### src/sv/mpwsd_pkg.sv
// ----------------------------------------------------------------------------
// mpwsd_pkg
// shared command codes and control types for the work-stealing deque block
// ----------------------------------------------------------------------------
package mpwsd_pkg;

	localparam int CMD_W  = 3;
	localparam int PIPE_W = 3;

	localparam logic [CMD_W-1:0] CMD_PUSH  = 3'd0;
	localparam logic [CMD_W-1:0] CMD_POP   = 3'd1;
	localparam logic [CMD_W-1:0] CMD_STEAL = 3'd2;
	localparam logic [CMD_W-1:0] CMD_QUERY = 3'd3;
	localparam logic [CMD_W-1:0] CMD_CLEAR = 3'd4;

	// decision taken for one command at its transfer
	typedef struct packed {
		logic ok;     // command succeeded
		logic empty;  // pipe empty after the command
		logic rd;     // slot read issued (successful pop or steal)
		logic wr;     // slot write issued (successful push)
	} mpwsd_dec_t;

endpackage

### src/sv/mpwsd_ctrl.sv
// ----------------------------------------------------------------------------
// mpwsd_ctrl
// per-pipe front/back positions, command decode and slot address generation
// ----------------------------------------------------------------------------
module mpwsd_ctrl #(
	parameter int SLOTS_LOG2 = 8,
	parameter int NUM_PIPES  = 8,
	parameter int PIDX_W     = 3
) (
	input  logic                         clk,
	input  logic                         arst_n,
	input  logic                         fire,
	input  logic [mpwsd_pkg::CMD_W-1:0]  command,
	input  logic [mpwsd_pkg::PIPE_W-1:0] pipe,
	output mpwsd_pkg::mpwsd_dec_t        dec,
	output logic [PIDX_W+SLOTS_LOG2-1:0] addr
);

	import mpwsd_pkg::*;

	localparam int POS_W = SLOTS_LOG2 + 1;
	localparam int CMP_W = 8;

	logic [POS_W-1:0]  front_q [NUM_PIPES];
	logic [POS_W-1:0]  back_q  [NUM_PIPES];
	logic [PIDX_W-1:0] pidx;
	logic              pipe_ok;
	logic [POS_W-1:0]  front_cur, back_cur, front_dec, fill, fill_m1;
	logic              full, is_empty;
	logic [POS_W-1:0]  slot_pos;

	assign pidx      = PIDX_W'(pipe);
	assign pipe_ok   = CMP_W'(pipe) < CMP_W'(NUM_PIPES);
	assign front_cur = pipe_ok ? front_q[pidx] : '0;
	assign back_cur  = pipe_ok ? back_q[pidx] : '0;
	assign front_dec = front_cur - POS_W'(1);
	assign fill      = front_cur - back_cur;
	assign fill_m1   = fill - POS_W'(1);
	assign full      = fill[SLOTS_LOG2];
	assign is_empty  = (fill == '0);

	always_comb begin
		dec      = '0;
		dec.empty = is_empty;
		slot_pos = front_cur;
		unique case (command)
			CMD_PUSH: begin
				dec.ok    = !full;
				dec.wr    = !full;
				dec.empty = 1'b0;
				slot_pos  = front_cur;
				if (full) begin
					dec.empty = is_empty;
				end
			end
			CMD_POP: begin
				dec.ok    = !is_empty;
				dec.rd    = !is_empty;
				dec.empty = is_empty || (fill_m1 == '0);
				slot_pos  = front_dec;
			end
			CMD_STEAL: begin
				dec.ok    = !is_empty;
				dec.rd    = !is_empty;
				dec.empty = is_empty || (fill_m1 == '0);
				slot_pos  = back_cur;
			end
			CMD_CLEAR: begin
				dec.ok    = 1'b1;
				dec.empty = 1'b1;
			end
			default: begin
				// query and unused codes leave the pipe alone
				dec.empty = is_empty;
			end
		endcase
		if (!pipe_ok) begin
			dec = '{ok: 1'b0, empty: 1'b1, rd: 1'b0, wr: 1'b0};
		end
	end

	assign addr = {pidx, slot_pos[SLOTS_LOG2-1:0]};

	always_ff @(posedge clk or negedge arst_n) begin
		if (!arst_n) begin
			for (int i = 0; i < NUM_PIPES; i++) begin
				front_q[i] <= '0;
				back_q[i]  <= '0;
			end
		end else if (fire && pipe_ok) begin
			case (command)
				CMD_PUSH: begin
					if (!full) front_q[pidx] <= front_cur + POS_W'(1);
				end
				CMD_POP: begin
					if (!is_empty) front_q[pidx] <= front_dec;
				end
				CMD_STEAL: begin
					if (!is_empty) back_q[pidx] <= back_cur + POS_W'(1);
				end
				CMD_CLEAR: begin
					front_q[pidx] <= '0;
					back_q[pidx]  <= '0;
				end
				default: begin
				end
			endcase
		end
	end

endmodule

### config.mk
export PLATFORM = sky130hd
export DESIGN_NAME = mpwsd_ctrl
export DESIGN_NICKNAME = d
export VERILOG_FILES = /design/src/sv/mpwsd_pkg.sv /design/src/sv/mpwsd_ctrl.sv
export SDC_FILE = /design/constraint.sdc
export NUM_CORES = 1
export LEC_CHECK = 0
export BUFFER_PORTS_ARGS = -buffer_cell sky130_fd_sc_hd__buf_4
export CAP_MARGIN = 5
export CELL_PAD_IN_SITES_DETAIL_PLACEMENT = 0
export CELL_PAD_IN_SITES_GLOBAL_PLACEMENT = 1
export CORE_MARGIN = 2
export CORE_UTILIZATION = 50
export DETAILED_ROUTE_END_ITERATION = 12
export PLACE_DENSITY_LB_ADDON = 0.1
export SKIP_CTS_REPAIR_TIMING = 1
export SLEW_MARGIN = 20
export SYNTH_ARGS = -nofsm -noshare
export SYNTH_HDL_FRONTEND = slang
export SYNTH_SLANG_ARGS = --single-unit
### constraint.sdc
create_clock -name clk -period 5.8 [get_ports clk]
set_clock_uncertainty 0.1 [all_clocks]
set_input_delay 0.87 -clock clk [delete_from_list [all_inputs] [get_ports clk]]
set_output_delay 0.87 -clock clk [all_outputs]
set_load 0.005 [all_outputs]
; After elaboration in Yosys (flattened, before gate mapping)
; Index checks and enable logic that the tools add are counted.
[totals]
reg_bits = 144
out_inout_bits = 15
elab_cells = 67
[op_classes]
n_bitwise = 4
eq_ne = 6
addsub = 5
n_reduce_logical = 12
mux = 22
order_cmp = 2
[op_table]
columns = cell, n
row1 = $bwmux 72, 3
row2 = $mux 72, 3
row3 = $pmux 72 s3, 1
row4 = $and 72x72->72, 2
row5 = $pmux 72 s2, 1
row6 = $not 72->72, 1
row7 = $bmux 9 s3, 2
row8 = $mux 9, 5
row9 = $demux 9 s3, 1
row10 = $add 9x1->9 const B, 2
row11 = $logic_not 9->1, 2
row12 = $sub 9x1->9 const B, 2
row13 = $pmux 8 s2, 1
row14 = $sub 9x9->9, 1
row15 = $ne 2x2->1 const B, 3
row16 = $pmux 1 s3, 2
row17 = $ge 4x4->1 const B, 1
row18 = $lt 4x1->1 const B, 1
row19 = $not 3->4, 1
row20 = $reduce_and 4->1, 1
row21 = $eq 3x1->1 const B, 1
row22 = $eq 3x2->1 const B, 1
row23 = $eq 3x3->1 const B, 1
row24 = $logic_not 3->1, 1
row25 = other kinds (8), 11

; Logic depth before layout (Yosys ltp)
; Gate-level depths: netlist of run 1.
[depth]
ltp_word = 9
mapped_depth = 19
depth_no_buf = 14

; Worst setup path after synthesis of run 1
; Ideal clock, no wire load.
[synth_path]
kind = input to output
start = input pipe[0] (netlist bit)
end = output dec[3] (netlist bit)
path_stages = 15
setup_slack_ns = 0.404
arrival_ns = 4.426
t_required_ns = 4.830
cell_sequence = buf_4 buf_2 buf_2 mux2i_1 o22ai_1 a21oi_1 ha_1 inv_1 fa_1 a21o_1 a221oi_1 o21ai_0 xor2_1 o21ai_2 o21ai_0
[synth_lines]
columns = item, line_no
row1 = "start, declared", mpwsd_ctrl.sv:14  ; input logic [mpwsd_pkg::PIPE_W-1:0] pipe,
row2 = "end, declared", mpwsd_ctrl.sv:15  ; output mpwsd_pkg::mpwsd_dec_t dec,

==> results_dict.tcl, run 1 <==
set metrics [dict create \
    outcome "finished, final reports clean" \
    p_total_mw 3.18 \
    cts_buffers 17 \
    die_w_um 131 \
    layout_commonest_cell "dfrtp_1" \
    grt_pass1_vias 6203 \
    initialDrtViolationCount 559 \
    num_antenna_cells 0 \
    rrSetupSlack_ns 1.04 \
    fin_setup_tns_ns 0 \
    power.density_nw_per_um2 345 \
    areaGrowthSynthToFinish_pct 14.1 \
    grt_usage_pct 28.2 \
    arrival_ns 4.48 \
    syn_nets 689 \
    core_area_um2 15800 \
    dieArea_um2 17200 \
    fillCellCount 1304 \
    max_cap_viol_count 0 \
    p_int_mw 2.20 \
    yosys.cell_types.count 70 \
    h-tree-depth 4 \
    cts_tree "done" \
    rsz0062_at_grt "false" \
    timing.rr.start "back_q[54]$_DFFE_PN0P_" \
    r2r_end "back_q[61]$_DFFE_PN0P_" \
    dr.pass1.iters 5 \
    utilization_pct 58.3 \
    slew-limit-headroom_pct 30.0 \
    synth_ff_type "dfrtp_1" \
    min_period_ns 5.45 \
    crit_fanout 19 \
    ys_warn_count 0 \
    ir_worst_vdd_v 0.000263 \
    p_sw_mw 0.988 \
    io_pins 24 \
    power.share.clock_pct 36.3 \
    final_cells 935 \
    swShare_pct 31.0 \
    avgSynthCellArea_um2 12.1 \
    final_cell_mix "dfrtp_1, mux2_2, buf_4, o2bb2ai_1, nand2_1" \
    tightestPinTransition_ns 1.04 \
    clk_pin_slew_ns 0.07 \
    place_ws_ns 0.246 \
    yosysSeqAreaShare_pct 44.6 \
    combPwrFrac_pct 25.5 \
    critPathKind "in -> out" \
    vias 6085 \
    end_kind "output port" \
    drc 0 \
    cts_buffer_depth 2 \
    grt-ovfl-total 0 \
    gp_congestion 0.901 \
    async_reset_ff_share_pct 100 \
    grt_max_degree 80 \
    drt-wirelength-per-cell_um 25.1 \
    dp_hpwl_mm 16.1 \
    clock_sinks 144 \
    placed_cells 904 \
    start_util_pct 51.1 \
    drive_gt1_share_pct 28.9 \
    grt_pass1_wl_mm 36.9 \
    fin_crit_sh_pct 93.9 \
    clk_latency_ns 0.43 \
    drt-total-wl_mm 23.5 \
    syn_area_um2 8080 \
    synth_edf_count 0 \
    max_freq_mhz 184 \
    port_buffers 23 \
    slew_viol_final 0 \
    min_path_type "in -> async" \
    postRouteAntennaNets 0 \
    critPathLaunchType "input port" \
    worst_slack_ns 0.352 \
    clockRootBuffer "clkbuf_16" \
    ys_ff_latch 144 \
    worstRegToRegCells 15 \
    final-setup-viol-count 0 \
    antenna_found_initial 0 \
    cp.required_ns 4.83 \
    fin_nets 728 \
    viasPerCell 6.51 \
    leakagePower_nw 3.98 \
    rows 46 \
    hold_violations 0 \
    netlist_instances 668 \
    power_frac_seq_pct 38.2 \
    die_h_um 131 \
]
[kinds of logic (layout without fill, tap and decap cells)]
logic type	Yosys count	in the layout	share of synthesized area, %
AND/OR/NAND/NOR	131	131	8.36
adder cells (fa/ha/maj)	12	12	1.95
buffers and inverters	56	107	3.13
XOR/XNOR	25	25	2.80
multiplexers	123	123	21.0
flip-flops	144	144	44.6
AO/OA/AOI/OAI	177	177	18.1
[critical path, stage by stage]
cell,delay [ns]
buf_4,0.26
mux2i_1,0.15
mux4_2,0.49
and2_1,0.17
inv_1,0.13
ha_1,0.18
inv_1,0.06
fa_1,0.46
a21o_1,0.19
a221oi_1,0.37
o21ai_0,0.29
xnor2_2,0.26
o41ai_1,0.41
buf_4,0.17
[power by group through the flow]
stage / clock network (mW) / registers, mW / logic [mW]
after floorplan: 0 / 1.21 / 0.574
after global placement: 0 / 1.22 / 0.781
after detailed placement: 0 / 1.23 / 0.797
after CTS: 1.17 / 1.22 / 0.804
after global routing: 1.22 / 1.23 / 0.884
final: 1.16 / 1.22 / 0.813
[cell usage after synthesis (7+ instances only)]
cell	instances	area share [%]
xnor2_1	17	1.8
nand2_1	38	1.8
mux2_2	72	10
o21ai_0	17	1.1
nor3_1	12	0.74
buf_4	8	0.74
nor3b_1	7	0.65
inv_1	15	0.70
o22ai_2	7	1.1
mux2i_1	18	2.2
a21oi_1	16	0.99
nand3_1	10	0.62
nor2_1	20	0.93
xor2_1	7	0.76
clkbuf_1	17	0.79
mux4_2	28	7.8
buf_2	10	0.62
o2bb2ai_1	49	5.3
a22o_1	23	2.5
a21o_1	12	1.1
ha_1	11	1.7
dfrtp_1	144	45
[flip-flops by register name, summed over array words and instances, names as in the netlist]
| signal | count |
|---|---|
| back_q | 72 |
| front_q | 72 |
[stage by stage]
step	hold WS (ns)	area [µm²]
after detailed placement	0.367	8610
after global placement	0.367	8610
final	0.349	9220
after CTS	0.384	9220
after floorplan	0.348	8080
after global routing	0.403	9220
[layout make-up]
class | count | area (µm²) | area share (%)
clock buffers | 18 | 439 | 4.76
clock inverters | 13 | 174 | 1.89
well taps | 216 | 270 | 2.93
repair buffers | 58 | 439 | 4.76
multi-input cells | 468 | 4230 | 45.8
flip-flops and latches | 144 | 3600 | 39.1
inverters | 18 | 67.6 | 0.733
[worst max-delay path by stage]
stage / from / depth (start not counted) / slack (ns) / endpoint
finish: pipe[2] / 14 / 0.35 / dec[2]
detailed placement: pipe[1] / 14 / 0.25 / back_q[70]$_DFFE_PN0P_
global route: pipe[2] / 14 / 0.10 / dec[2]
CTS: pipe[1] / 12 / 0.39 / dec[2]
floorplan: pipe[0] / 15 / 0.40 / dec[3]
global placement: pipe[1] / 14 / 0.27 / back_q[5]$_DFFE_PN0P_
[per-layer routing]
| metal | track usage, % | vias to the layer above | part of all wire, % |
|---|---|---|---|
| met5 | 0 | - | 0 |
| met4 | 8.64 | 0 | 2.1 |
| met3 | 7.79 | 39 | 6.8 |
| met2 | 42.4 | 249 | 46 |
| met1 | 40.1 | 3138 | 45 |
| li1 | - | 2659 | - |
Note: power is estimated with default switching activity, not from simulation.
==> run 2, diff against run 1 <==
clock period = 5.4 ns   (was 5.8 ns; I/O delays follow)
==> run 2 against run 1 <==
Against the previous run:
- clock power about the same
- sequential share of layout area shrank 0.23 points
- sequential power increased by 7%
- combinational power up 12%
- highest routed layer unchanged
- register-to-register slack got worse by 0.28 ns
- die area unchanged
- sequential cell count stayed put
- non-clock buffer count increased by 11
- setup slack got worse by 0.0062 ns
==> results_dict.tcl, run 2 (synthesis results as in run 1) <==
set metrics [dict create \
    outcome "finished, final reports clean" \
    fin_setup_tns_ns 0 \
    dr.pass1.iters 5 \
    dieArea_um2 17200 \
    critPathKind "in -> out" \
    routed.top_layer "met4" \
    die_h_um 131 \
    start_util_pct 51.1 \
    max_cap_viol_count 0 \
    cts_buffer_depth 2 \
    placed_cells 915 \
    fin_crit_sh_pct 93.6 \
    vias 6172 \
    die_w_um 131 \
    port_buffers 23 \
    end_kind "output port" \
    drive_gt1_share_pct 30.0 \
    max_freq_mhz 198 \
    ir_worst_vdd_v 0.000266 \
    grt_usage_pct 27.9 \
    stdcell_area_um2 9280 \
    clk_pin_slew_ns 0.06 \
    dp_hpwl_mm 16.3 \
    critPathLaunchType "input port" \
    io_pins 24 \
    drc 0 \
    fin_nets 739 \
    clk_latency_ns 0.42 \
    p_total_mw 3.36 \
    layout_commonest_cell "dfrtp_1" \
    gp_congestion 0.926 \
    cts_tree "done" \
    core_area_um2 15800 \
    met2WireLength_mm 10.7 \
    rsz0062_at_grt "false" \
    crit_fanout 16 \
    antenna_found_initial 0 \
    initialDrtViolationCount 548 \
    routedLengthMet1_mm 10.9 \
    min_path_type "in -> async" \
    grt_pass1_vias 6148 \
    slew-limit-headroom_pct 23.3 \
    reg_top3 "back_q: 72 flops, front_q: 72 flops" \
    num_antenna_cells 0 \
    postRouteAntennaNets 0 \
    worst_slack_ns 0.345 \
    utilization_pct 58.6 \
    rows 46 \
    grt_pass1_wl_mm 36.7 \
    tightestPinTransition_ns 1.14 \
    cts_buffers 17 \
    cp.required_ns 4.49 \
    leakagePower_nw 4.01 \
    clock_sinks 144 \
    grt-ovfl-total 0 \
    grt_max_degree 96 \
    areaGrowthSynthToFinish_pct 14.8 \
    arrival_ns 4.14 \
    min_period_ns 5.05 \
    place_ws_ns -0.0336 \
    power.density_nw_per_um2 363 \
    h-tree-depth 4 \
    slew_viol_final 0 \
    dpl-instance-area_um2 8700 \
    clockRootBuffer "clkbuf_16" \
    drt-total-wl_mm 23.4 \
    viasPerCell 6.52 \
    whs_ns 0.329 \
    hold_violations 0 \
    final_cells 946 \
    final-setup-viol-count 0 \
    final_cell_mix "dfrtp_1, mux2_2, buf_4, o2bb2ai_1, nand2_1" \
    met3_length_mm 1.41 \
    drt-wirelength-per-cell_um 24.7 \
]
## run 2: changes by cell type in the layout (fill, tap and decap cells not counted), sizes merged
cell and delta:
buf +11, bufinv -2, inv +2, clkbuf +1
clkinvlp -1
## run 2: power by group
| part | internal (mW) | leakage [nW] | switching [mW] | total (mW) |
|---|---|---|---|---|
| clock network | 0.656 | 0.278 | 0.492 | 1.15 |
| logic | 0.413 | 1.77 | 0.499 | 0.912 |
| registers | 1.23 | 1.97 | 0.0785 | 1.30 |
| total | 2.29 | 4.01 | 1.07 | 3.36 |
## run 2: critical path, cell delays in order
cell	delay, ns
buf_4	0.17
nand2b_1	0.15
mux4_2	0.47
and2_1	0.17
inv_1	0.11
ha_1	0.19
inv_1	0.07
fa_1	0.46
a21o_1	0.21
a221oi_2	0.29
o21ai_1	0.19
xnor2_2	0.23
o41ai_1	0.44
buf_4	0.18
## run 2: final timing paths
path | start | to | slack, ns | cells past startpoint
worst min-delay path | arst_n | back_q[16]$_DFFE_PN0P_ | 0.33 | 1
worst min register to register | back_q[13]$_DFFE_PN0P_ | back_q[13]$_DFFE_PN0P_ | 0.38 | 1
worst max-delay path | pipe[2] | dec[2] | 0.35 | 14
min in group clk | back_q[13]$_DFFE_PN0P_ | back_q[13]$_DFFE_PN0P_ | 0.38 | 1
worst max register to register | back_q[54]$_DFFE_PN0P_ | back_q[61]$_DFFE_PN0P_ | 0.76 | 15
max in group asynchronous | arst_n | back_q[26]$_DFFE_PN0P_ | 3.72 | 2
## run 2: cell type report
cell class / instances / area, µm²
inverters: 18 / 67.6
flip-flops and latches: 144 / 3600
fillers: 1291 / 6550
well taps: 216 / 270
repair buffers: 69 / 534
clock inverters: 12 / 124
clock buffers: 19 / 443
multi-input cells: 468 / 4230
## run 2: routing by layer
metal,vias to the layer above,global-route usage (%)
met5,-,0
met4,0,7.49
met3,32,5.05
met2,229,41.6
met1,3231,42.2
li1,2680,-
